File: src/sv/edmf_pkg.sv
// Shared types, codes and constants of the drive-mode state machine.
`default_nettype none
package edmf_pkg;

  localparam int PULSE_W  = 12;
  localparam int OFFSET_W = 11;
  localparam int THRESH_W = 12;
  localparam int ADJ_W    = 14;
  localparam int MODE_W   = 3;
  localparam int ZONE_W   = 2;
  localparam int DATA_W   = 32;
  localparam int ADDR_W   = 4;

  localparam int QUEUE_DEPTH = 2;

  localparam logic [OFFSET_W-1:0] OFFSET_RESET       = 11'sd0;
  localparam logic [THRESH_W-1:0] FORWARD_RESET      = 12'd1440;
  localparam logic [THRESH_W-1:0] REVERSE_RESET      = 12'd1560;
  localparam logic [THRESH_W-1:0] BRAKE_RELEASE_RESET = 12'd1540;

  localparam logic [1:0] REG_OFFSET        = 2'd0;
  localparam logic [1:0] REG_FORWARD_BELOW = 2'd1;
  localparam logic [1:0] REG_REVERSE_ABOVE = 2'd2;
  localparam logic [1:0] REG_BRAKE_RELEASE = 2'd3;

  localparam logic [ZONE_W-1:0] ZONE_NEUTRAL = 2'd0;
  localparam logic [ZONE_W-1:0] ZONE_FORWARD = 2'd1;
  localparam logic [ZONE_W-1:0] ZONE_REVERSE = 2'd2;

  typedef struct packed {
    logic signed [OFFSET_W-1:0] pulse_offset_us;
    logic [THRESH_W-1:0]        forward_below_us;
    logic [THRESH_W-1:0]        reverse_above_us;
    logic [THRESH_W-1:0]        brake_release_below_us;
  } cfg_t;

  // One classified word passed from front to back.
  typedef struct packed {
    logic [ZONE_W-1:0] zone;
    logic              release_ok;
  } cls_word_t;

endpackage
`default_nettype wire

File: src/sv/esc_drive_mode_fsm.sv
// Top level of the drive-mode state machine: register file, front, queue and back.
//
//  channel   direction  handshake                 payload
//  input     in         push / full               pulse_width_us[11:0]
//  result    out        empty / pop               run_mode[2:0], stick_zone[1:0]
//  config    in/out     psel penable pwrite pready paddr[3:0], pwdata/prdata[31:0]
//
// One word is taken per clock and one result word leaves per clock while the consumer pops;
// the rate is set by the single mode register that the back steps once per word.
// A word is written into the queue when accepted; the machine steps on it when the
// result register is free or popped, and writes the result word into that register.
// Reset loads the register defaults, clears the mode to neutral and empties both the
// queue and the result register; there is no clearing pass.
// A stalled consumer fills the result register, then the two-word queue, then raises full.
`default_nettype none
module esc_drive_mode_fsm #(
  parameter int QUEUE_DEPTH = edmf_pkg::QUEUE_DEPTH
) (
  input  wire logic                          clk,
  input  wire logic                          rst,
  // input queue side
  input  wire logic                          push,
  output logic                               full,
  input  wire logic [edmf_pkg::PULSE_W-1:0]  pulse_width_us,
  // result queue side
  output logic                               empty,
  input  wire logic                          pop,
  output logic [edmf_pkg::MODE_W-1:0]        run_mode,
  output logic [edmf_pkg::ZONE_W-1:0]        stick_zone,
  // configuration port
  input  wire logic                          psel,
  input  wire logic                          penable,
  input  wire logic                          pwrite,
  input  wire logic [edmf_pkg::ADDR_W-1:0]   paddr,
  input  wire logic [edmf_pkg::DATA_W-1:0]   pwdata,
  output logic [edmf_pkg::DATA_W-1:0]        prdata,
  output logic                               pready
);
  import edmf_pkg::*;

  cfg_t       cfg;
  cls_word_t  front_word;
  cls_word_t  back_word;
  logic       cfg_wr;
  logic [1:0] reg_idx;
  logic       q_empty;
  logic       q_take;

  // Registers are word aligned; drop the byte offset.
  assign reg_idx = paddr[3:2];
  assign pready  = 1'b1;
  assign cfg_wr  = psel && penable && pwrite && pready;

  always_ff @(posedge clk) begin
    if (rst) begin
      cfg.pulse_offset_us        <= OFFSET_RESET;
      cfg.forward_below_us       <= FORWARD_RESET;
      cfg.reverse_above_us       <= REVERSE_RESET;
      cfg.brake_release_below_us <= BRAKE_RELEASE_RESET;
    end else if (cfg_wr) begin
      unique case (reg_idx)
        REG_OFFSET:        cfg.pulse_offset_us        <= pwdata[OFFSET_W-1:0];
        REG_FORWARD_BELOW: cfg.forward_below_us       <= pwdata[THRESH_W-1:0];
        REG_REVERSE_ABOVE: cfg.reverse_above_us       <= pwdata[THRESH_W-1:0];
        REG_BRAKE_RELEASE: cfg.brake_release_below_us <= pwdata[THRESH_W-1:0];
        default: ;
      endcase
    end
  end

  // Read back: sign-extend the trim, zero-extend the thresholds.
  always_comb begin
    unique case (reg_idx)
      REG_OFFSET: prdata = {{(DATA_W-OFFSET_W){cfg.pulse_offset_us[OFFSET_W-1]}},
                            cfg.pulse_offset_us};
      REG_FORWARD_BELOW: prdata = {{(DATA_W-THRESH_W){1'b0}}, cfg.forward_below_us};
      REG_REVERSE_ABOVE: prdata = {{(DATA_W-THRESH_W){1'b0}}, cfg.reverse_above_us};
      REG_BRAKE_RELEASE: prdata = {{(DATA_W-THRESH_W){1'b0}},
                                   cfg.brake_release_below_us};
      default: prdata = '0;
    endcase
  end

  // Classify on the way in.
  edmf_front u_front (
    .pulse_width_us (pulse_width_us),
    .cfg            (cfg),
    .word           (front_word)
  );

  // Decouple the classifier from the machine; full stalls the producer.
  edmf_queue #(
    .DEPTH (QUEUE_DEPTH)
  ) u_queue (
    .clk      (clk),
    .rst      (rst),
    .wr_en    (push),
    .wr_data  (front_word),
    .wr_full  (full),
    .rd_en    (q_take),
    .rd_data  (back_word),
    .rd_empty (q_empty)
  );

  // Step the mode machine and hold the result word until popped.
  edmf_back u_back (
    .clk        (clk),
    .rst        (rst),
    .in_word    (back_word),
    .in_empty   (q_empty),
    .in_take    (q_take),
    .run_mode   (run_mode),
    .stick_zone (stick_zone),
    .empty      (empty),
    .pop        (pop)
  );

endmodule
`default_nettype wire

File: src/sv/edmf_front.sv
// Front end: apply the trim and classify each pulse width into a stick zone.
`default_nettype none
module edmf_front (
  input  wire logic [edmf_pkg::PULSE_W-1:0] pulse_width_us,
  input  wire edmf_pkg::cfg_t               cfg,
  output edmf_pkg::cls_word_t               word
);
  import edmf_pkg::*;

  logic signed [ADJ_W-1:0] adj;
  logic signed [ADJ_W-1:0] fwd_s;
  logic signed [ADJ_W-1:0] rev_s;
  logic signed [ADJ_W-1:0] brk_s;

  assign adj = $signed({{(ADJ_W-PULSE_W){1'b0}}, pulse_width_us})
             + $signed({{(ADJ_W-OFFSET_W){cfg.pulse_offset_us[OFFSET_W-1]}},
                        cfg.pulse_offset_us});
  assign fwd_s = $signed({{(ADJ_W-THRESH_W){1'b0}}, cfg.forward_below_us});
  assign rev_s = $signed({{(ADJ_W-THRESH_W){1'b0}}, cfg.reverse_above_us});
  assign brk_s = $signed({{(ADJ_W-THRESH_W){1'b0}}, cfg.brake_release_below_us});

  // Forward wins where the thresholds overlap.
  always_comb begin
    if (adj < fwd_s) begin
      word.zone = ZONE_FORWARD;
    end else if (adj > rev_s) begin
      word.zone = ZONE_REVERSE;
    end else begin
      word.zone = ZONE_NEUTRAL;
    end
    word.release_ok = (adj < brk_s);
  end

endmodule
`default_nettype wire

File: src/sv/edmf_queue.sv
// Short register queue of classified words between front and back.
`default_nettype none
module edmf_queue #(
  parameter int DEPTH = edmf_pkg::QUEUE_DEPTH
) (
  input  wire logic                clk,
  input  wire logic                rst,
  input  wire logic                wr_en,
  input  wire edmf_pkg::cls_word_t wr_data,
  output logic                     wr_full,
  input  wire logic                rd_en,
  output edmf_pkg::cls_word_t      rd_data,
  output logic                     rd_empty
);
  import edmf_pkg::*;

  localparam int PTR_W = (DEPTH > 1) ? $clog2(DEPTH) : 1;
  localparam int CNT_W = $clog2(DEPTH + 1);

  cls_word_t          slots [DEPTH];
  logic [PTR_W-1:0]   wr_ptr;
  logic [PTR_W-1:0]   rd_ptr;
  logic [CNT_W-1:0]   count;
  logic               do_wr;
  logic               do_rd;

  assign wr_full  = (count == CNT_W'(DEPTH));
  assign rd_empty = (count == '0);
  assign do_wr    = wr_en && !wr_full;
  assign do_rd    = rd_en && !rd_empty;
  assign rd_data  = slots[rd_ptr];

  always_ff @(posedge clk) begin
    if (do_wr) begin
      slots[wr_ptr] <= wr_data;
    end
  end

  always_ff @(posedge clk) begin
    if (rst) begin
      wr_ptr <= '0;
      rd_ptr <= '0;
      count  <= '0;
    end else begin
      if (do_wr) begin
        wr_ptr <= (wr_ptr == PTR_W'(DEPTH - 1)) ? '0 : wr_ptr + 1'b1;
      end
      if (do_rd) begin
        rd_ptr <= (rd_ptr == PTR_W'(DEPTH - 1)) ? '0 : rd_ptr + 1'b1;
      end
      case ({do_wr, do_rd})
        2'b10:   count <= count + 1'b1;
        2'b01:   count <= count - 1'b1;
        default: count <= count;
      endcase
    end
  end

`ifndef SYNTHESIS
  a_count_bound: assert property (@(posedge clk) disable iff (rst)
    count <= CNT_W'(DEPTH))
    else $error("queue count beyond depth");
  a_count_up: assert property (@(posedge clk) disable iff (rst)
    (do_wr && !do_rd) |=> (count == $past(count) + 1'b1))
    else $error("queue count did not advance on write");
  a_count_down: assert property (@(posedge clk) disable iff (rst)
    (do_rd && !do_wr) |=> (count == $past(count) - 1'b1))
    else $error("queue count did not drop on read");
`endif

endmodule
`default_nettype wire

File: src/sv/edmf_back.sv
// Back end: step the drive-mode machine and hold the result word for the consumer.
`default_nettype none
module edmf_back (
  input  wire logic                          clk,
  input  wire logic                          rst,
  input  wire edmf_pkg::cls_word_t           in_word,
  input  wire logic                          in_empty,
  output logic                               in_take,
  output logic [edmf_pkg::MODE_W-1:0]        run_mode,
  output logic [edmf_pkg::ZONE_W-1:0]        stick_zone,
  output logic                               empty,
  input  wire logic                          pop
);
  import edmf_pkg::*;

  localparam logic [MODE_W-1:0] MODE_NEUTRAL               = 3'd0;
  localparam logic [MODE_W-1:0] MODE_FORWARD               = 3'd1;
  localparam logic [MODE_W-1:0] MODE_BACKWARDS             = 3'd2;
  localparam logic [MODE_W-1:0] MODE_NEUTRAL_AFTER_FORWARD = 3'd3;
  localparam logic [MODE_W-1:0] MODE_BRAKE                 = 3'd4;
  localparam logic [MODE_W-1:0] MODE_BRAKE_REVERSE         = 3'd5;

  logic [MODE_W-1:0] mode;
  logic [MODE_W-1:0] mode_next;
  logic              out_valid;

  assign empty   = !out_valid;
  assign in_take = !in_empty && (!out_valid || pop);

  always_comb begin
    mode_next = mode;
    unique case (mode)
      MODE_NEUTRAL, MODE_BACKWARDS: begin
        if (in_word.zone == ZONE_FORWARD) begin
          mode_next = MODE_FORWARD;
        end else if (in_word.zone == ZONE_REVERSE) begin
          mode_next = MODE_BACKWARDS;
        end else begin
          mode_next = MODE_NEUTRAL;
        end
      end
      MODE_FORWARD: begin
        mode_next = (in_word.zone == ZONE_FORWARD) ? MODE_FORWARD
                                                   : MODE_NEUTRAL_AFTER_FORWARD;
      end
      MODE_NEUTRAL_AFTER_FORWARD: begin
        if (in_word.zone == ZONE_REVERSE) begin
          mode_next = MODE_BRAKE;
        end else if (in_word.zone == ZONE_FORWARD) begin
          mode_next = MODE_FORWARD;
        end
      end
      MODE_BRAKE: begin
        if (in_word.zone == ZONE_FORWARD) begin
          mode_next = MODE_FORWARD;
        end else if (in_word.zone == ZONE_REVERSE) begin
          mode_next = MODE_BRAKE_REVERSE;
        end else if (in_word.release_ok) begin
          mode_next = MODE_NEUTRAL;
        end
      end
      MODE_BRAKE_REVERSE: begin
        if (in_word.zone == ZONE_FORWARD) begin
          mode_next = MODE_FORWARD;
        end else if (in_word.zone != ZONE_REVERSE) begin
          mode_next = MODE_NEUTRAL;
        end
      end
      default: mode_next = mode;
    endcase
  end

  always_ff @(posedge clk) begin
    if (rst) begin
      mode      <= MODE_NEUTRAL;
      out_valid <= 1'b0;
    end else begin
      if (in_take) begin
        mode      <= mode_next;
        out_valid <= 1'b1;
      end else if (pop) begin
        out_valid <= 1'b0;
      end
    end
  end

  always_ff @(posedge clk) begin
    if (in_take) begin
      run_mode   <= mode_next;
      stick_zone <= in_word.zone;
    end
  end

`ifndef SYNTHESIS
  a_fwd_wins: assert property (@(posedge clk) disable iff (rst)
    (in_take && in_word.zone == ZONE_FORWARD) |=> (mode == MODE_FORWARD))
    else $error("forward zone did not select forward mode");
  a_out_tracks_mode: assert property (@(posedge clk) disable iff (rst)
    $past(in_take) |-> (run_mode == mode))
    else $error("result word does not match mode register");
  a_result_held: assert property (@(posedge clk) disable iff (rst)
    (!empty && !pop) |=> (!empty && $stable(run_mode) && $stable(stick_zone)))
    else $error("waiting result word changed before it was popped");
`endif

endmodule
`default_nettype wire

File: config.mk
export PLATFORM = sky130hd
export DESIGN_NAME = esc_drive_mode_fsm
export DESIGN_NICKNAME = d
export VERILOG_FILES = /design/src/sv/edmf_pkg.sv /design/src/sv/esc_drive_mode_fsm.sv /design/src/sv/edmf_front.sv /design/src/sv/edmf_queue.sv /design/src/sv/edmf_back.sv
export SDC_FILE = /design/constraint.sdc
export NUM_CORES = 1
export LEC_CHECK = 0
export ABC_AREA = 1
export BUFFER_PORTS_ARGS = -buffer_cell sky130_fd_sc_hd__buf_2
export CORE_ASPECT_RATIO = 1.25
export CORE_MARGIN = 5
export CORE_UTILIZATION = 40
export CTS_CLUSTER_DIAMETER = 200
export DETAILED_ROUTE_END_ITERATION = 12
export PLACE_DENSITY = 0.6
export SLEW_MARGIN = 20
export SYNTH_ARGS = -nofsm -noshare
export SYNTH_HDL_FRONTEND = slang
export SYNTH_SLANG_ARGS = --single-unit
export TNS_END_PERCENT = 5
File: constraint.sdc
create_clock -name clk -period 2.8 [get_ports clk]
set_input_delay 0.28 -clock clk [delete_from_list [all_inputs] [get_ports clk]]
set_output_delay 0.28 -clock clk [all_outputs]
set_load 0.05 [all_outputs]
==> out/results.ini <==
[drt]
vias_per_cell=5.12
wl_per_cell_um=15.3
drt_pass1_iterations=5
ant_nets=0
num_vias=4152
wirelength_um=12400
drc=0
drt_iter0_markers=166

[global_routing]
track_usage=0.188
grt_pass1_vias=4152
grt_max_degree=55
grt_overflow=0
grt_pass1_wl_um=20000
antenna_found_initial=0

[critical_path]
cp.arrival_ps=2820
cp-end-kind=flip-flop
reg2reg_slack_ps=70
crit_type=flip-flop to flip-flop
cp-start-kind=flip-flop
cp.required_ps=2890
r2r_cells=17
critPathMaxFanout=3

[floorplan]
start_util=0.411
dieArea_mm2=0.0132
die_h_um=127
die_w_um=104
core.rowCount=42
coreArea_mm2=0.0107
ios=95

[cts]
cts_sinks=67
worstSkewPairLatency_ps=340
root_buffer=clkbuf_16
clockBufferDepth=2
cts_made_buffers=9
cts_max_level=3
clkTransAtPathRegs_ps=60
cts_tree=built

[synth]
yosysSeqAreaShare=0.329
async_flop_share=0
post-synth-top-count-cell=nand2_1
synth_commonest_cells=110 x nand2_1, 84 x inv_1, 56 x dfxtp_1, 56 x nor2_1, 49 x o21ai_0
synth_fp_nets=700
ys_warn_count=0
yosysUniqueCellTypes=36
synth_edf_count=11
syn_inst=596
yosys_register_bits=67
yosys-top-cells-area=dfxtp_1 25%, ha_1 14%, nand2_1 9.4%, edfxtp_1 7.5%, inv_1 7.2%
synth_top_area_frac=0.254
syn_avg_cell_area_um2=7.40
synth_top_cell_by_area=dfxtp_1
synth_area_mm2=0.00441
synth_ff_type=dfxtp_1

[sta]
fmax_mhz=366
worst_pin_slew_ps=650
finalHoldViolCount=0
fin_crit_sh=0.977
skew_ps=7.42
maxSlewHeadroom=0.566
setup_tns_ps=0
final.min_clock_period_ps=2730
hold_slack_ps=116
rsz0062_at_grt=yes
setup_viol_count_final=0
drv_slew=0

[pwr]
total_power_uw=3390
max-vdd-ir-drop_uv=292
leakagePower_uw=0.00266
p_per_area_mw_per_mm2=624

[place]
portBuffers=71
gp_congestion=0.893
hpwlAfterDp_um=9440

[finish]
diodes=0
area_growth_pct=23.1
drive_gt1_frac=0.243
multiInputGateArea_mm2=0.00259
nFillCells=1055
final_core_util=0.506
seqCellArea_mm2=0.00146
nNetsFinal=778

[hold_path]
hold_depth=2
hold_path_class=primary input to flip-flop

[status]
status=finished clean

[job]
maxCapViolCount=0

layout by cell type (no fill, tap or decap), types with 4 or more instances in the layout:
cell / instances
a21oi_1: 45
buf_2: 71
buf_4: 31
clkbuf_16: 9
dfxtp_1: 53
edfxtp_1: 11
ha_1: 43
ha_4: 4
inv_1: 83
nand2_1: 107
nand2_2: 10
nand2_4: 4
nand3_1: 12
nand4_1: 7
nor2_1: 55
nor2_2: 5
o2111ai_1: 12
o211ai_1: 13
o21ai_0: 47
o21ai_1: 7
repair_timing:
item,CTS,global route
pin swaps,0,17
hold buffers,0,0
buffers inserted,0,1
cloned,0,0
resized for setup,5,28
setup endpoints to repair,6,6
per-stage QoR:
stage / cells / worst slack [ps] / cell area, um^2
detailed placement: 794 / -213 / 4950
floorplan: 596 / 108 / 4410
finish: 811 / 65.3 / 5430
global route: 811 / -81.7 / 5430
global placement: 794 / -181 / 4950
CTS: 810 / 0.959 / 5290
metal layers:
metal,wire [um],global-route usage
met1,5480,0.226
met2,6110,0.332
met3,530,0.0353
met4,270,0.0686
met5,0,0
cells by family after synthesis:
| group | count (synthesis) | synth area share |
|---|---|---|
| xor+xnor | 10 | 0.0199 |
| compound gates | 140 | 0.186 |
| flops | 67 | 0.329 |
| buf+inv | 121 | 0.120 |
| other cells | 1 | 0.000850 |
| fa+ha+maj | 49 | 0.141 |
| simple gates | 208 | 0.204 |
report_power, final:
group / internal [uW] / switching (uW)
Combinational: 321 / 704
Sequential: 1130 / 76.5
Clock: 712 / 442
Total: 2170 / 1220
flip-flops by register name, indices dropped and copies added (netlist names), named ones only:
name               count
u_queue.rd_ptr         1
u_back.stick_zone      2
u_queue.slots          6
cfg                   47
u_back.run_mode        3
u_back.out_valid       1
u_queue.wr_ptr         1
u_back.mode            3
u_queue.count          2
critical path, cell delays in order (launching register included):
cell      delay, ps
dfxtp_2         330
ha_4            160
fa_2            390
nand3_2          70
nand2_2          70
a31oi_4         230
nand2_2         100
nand2_4         100
xnor2_4         130
ha_1            270
nand2_1          80
nor2_1           50
a211oi_1        160
nand2_1          70
nand4_1          80
nand2_1          50
nand3_1          80
nor2_2           50
worst paths after layout:
| check | start | end |
|---|---|---|
| worst max-delay path | cfg[36] | u_queue.slots[1][2] |
| worst min-delay path | rst | u_back.out_valid |
| worst max register to register | cfg[36] | u_queue.slots[1][2] |
| worst min register to register | u_queue.rd_ptr | flip-flop |
cell type report:
| class | count | share of cell area |
|---|---|---|
| clock buffers | 10 | 0.0440 |
| clock inverters | 6 | 0.0118 |
| inverters | 86 | 0.0595 |
| multi-input cells | 408 | 0.478 |
| flip-flops and latches | 67 | 0.268 |
| well taps | 132 | 0.0304 |
| repair buffers | 102 | 0.108 |
Note: power is estimated with default switching activity, not from simulation.
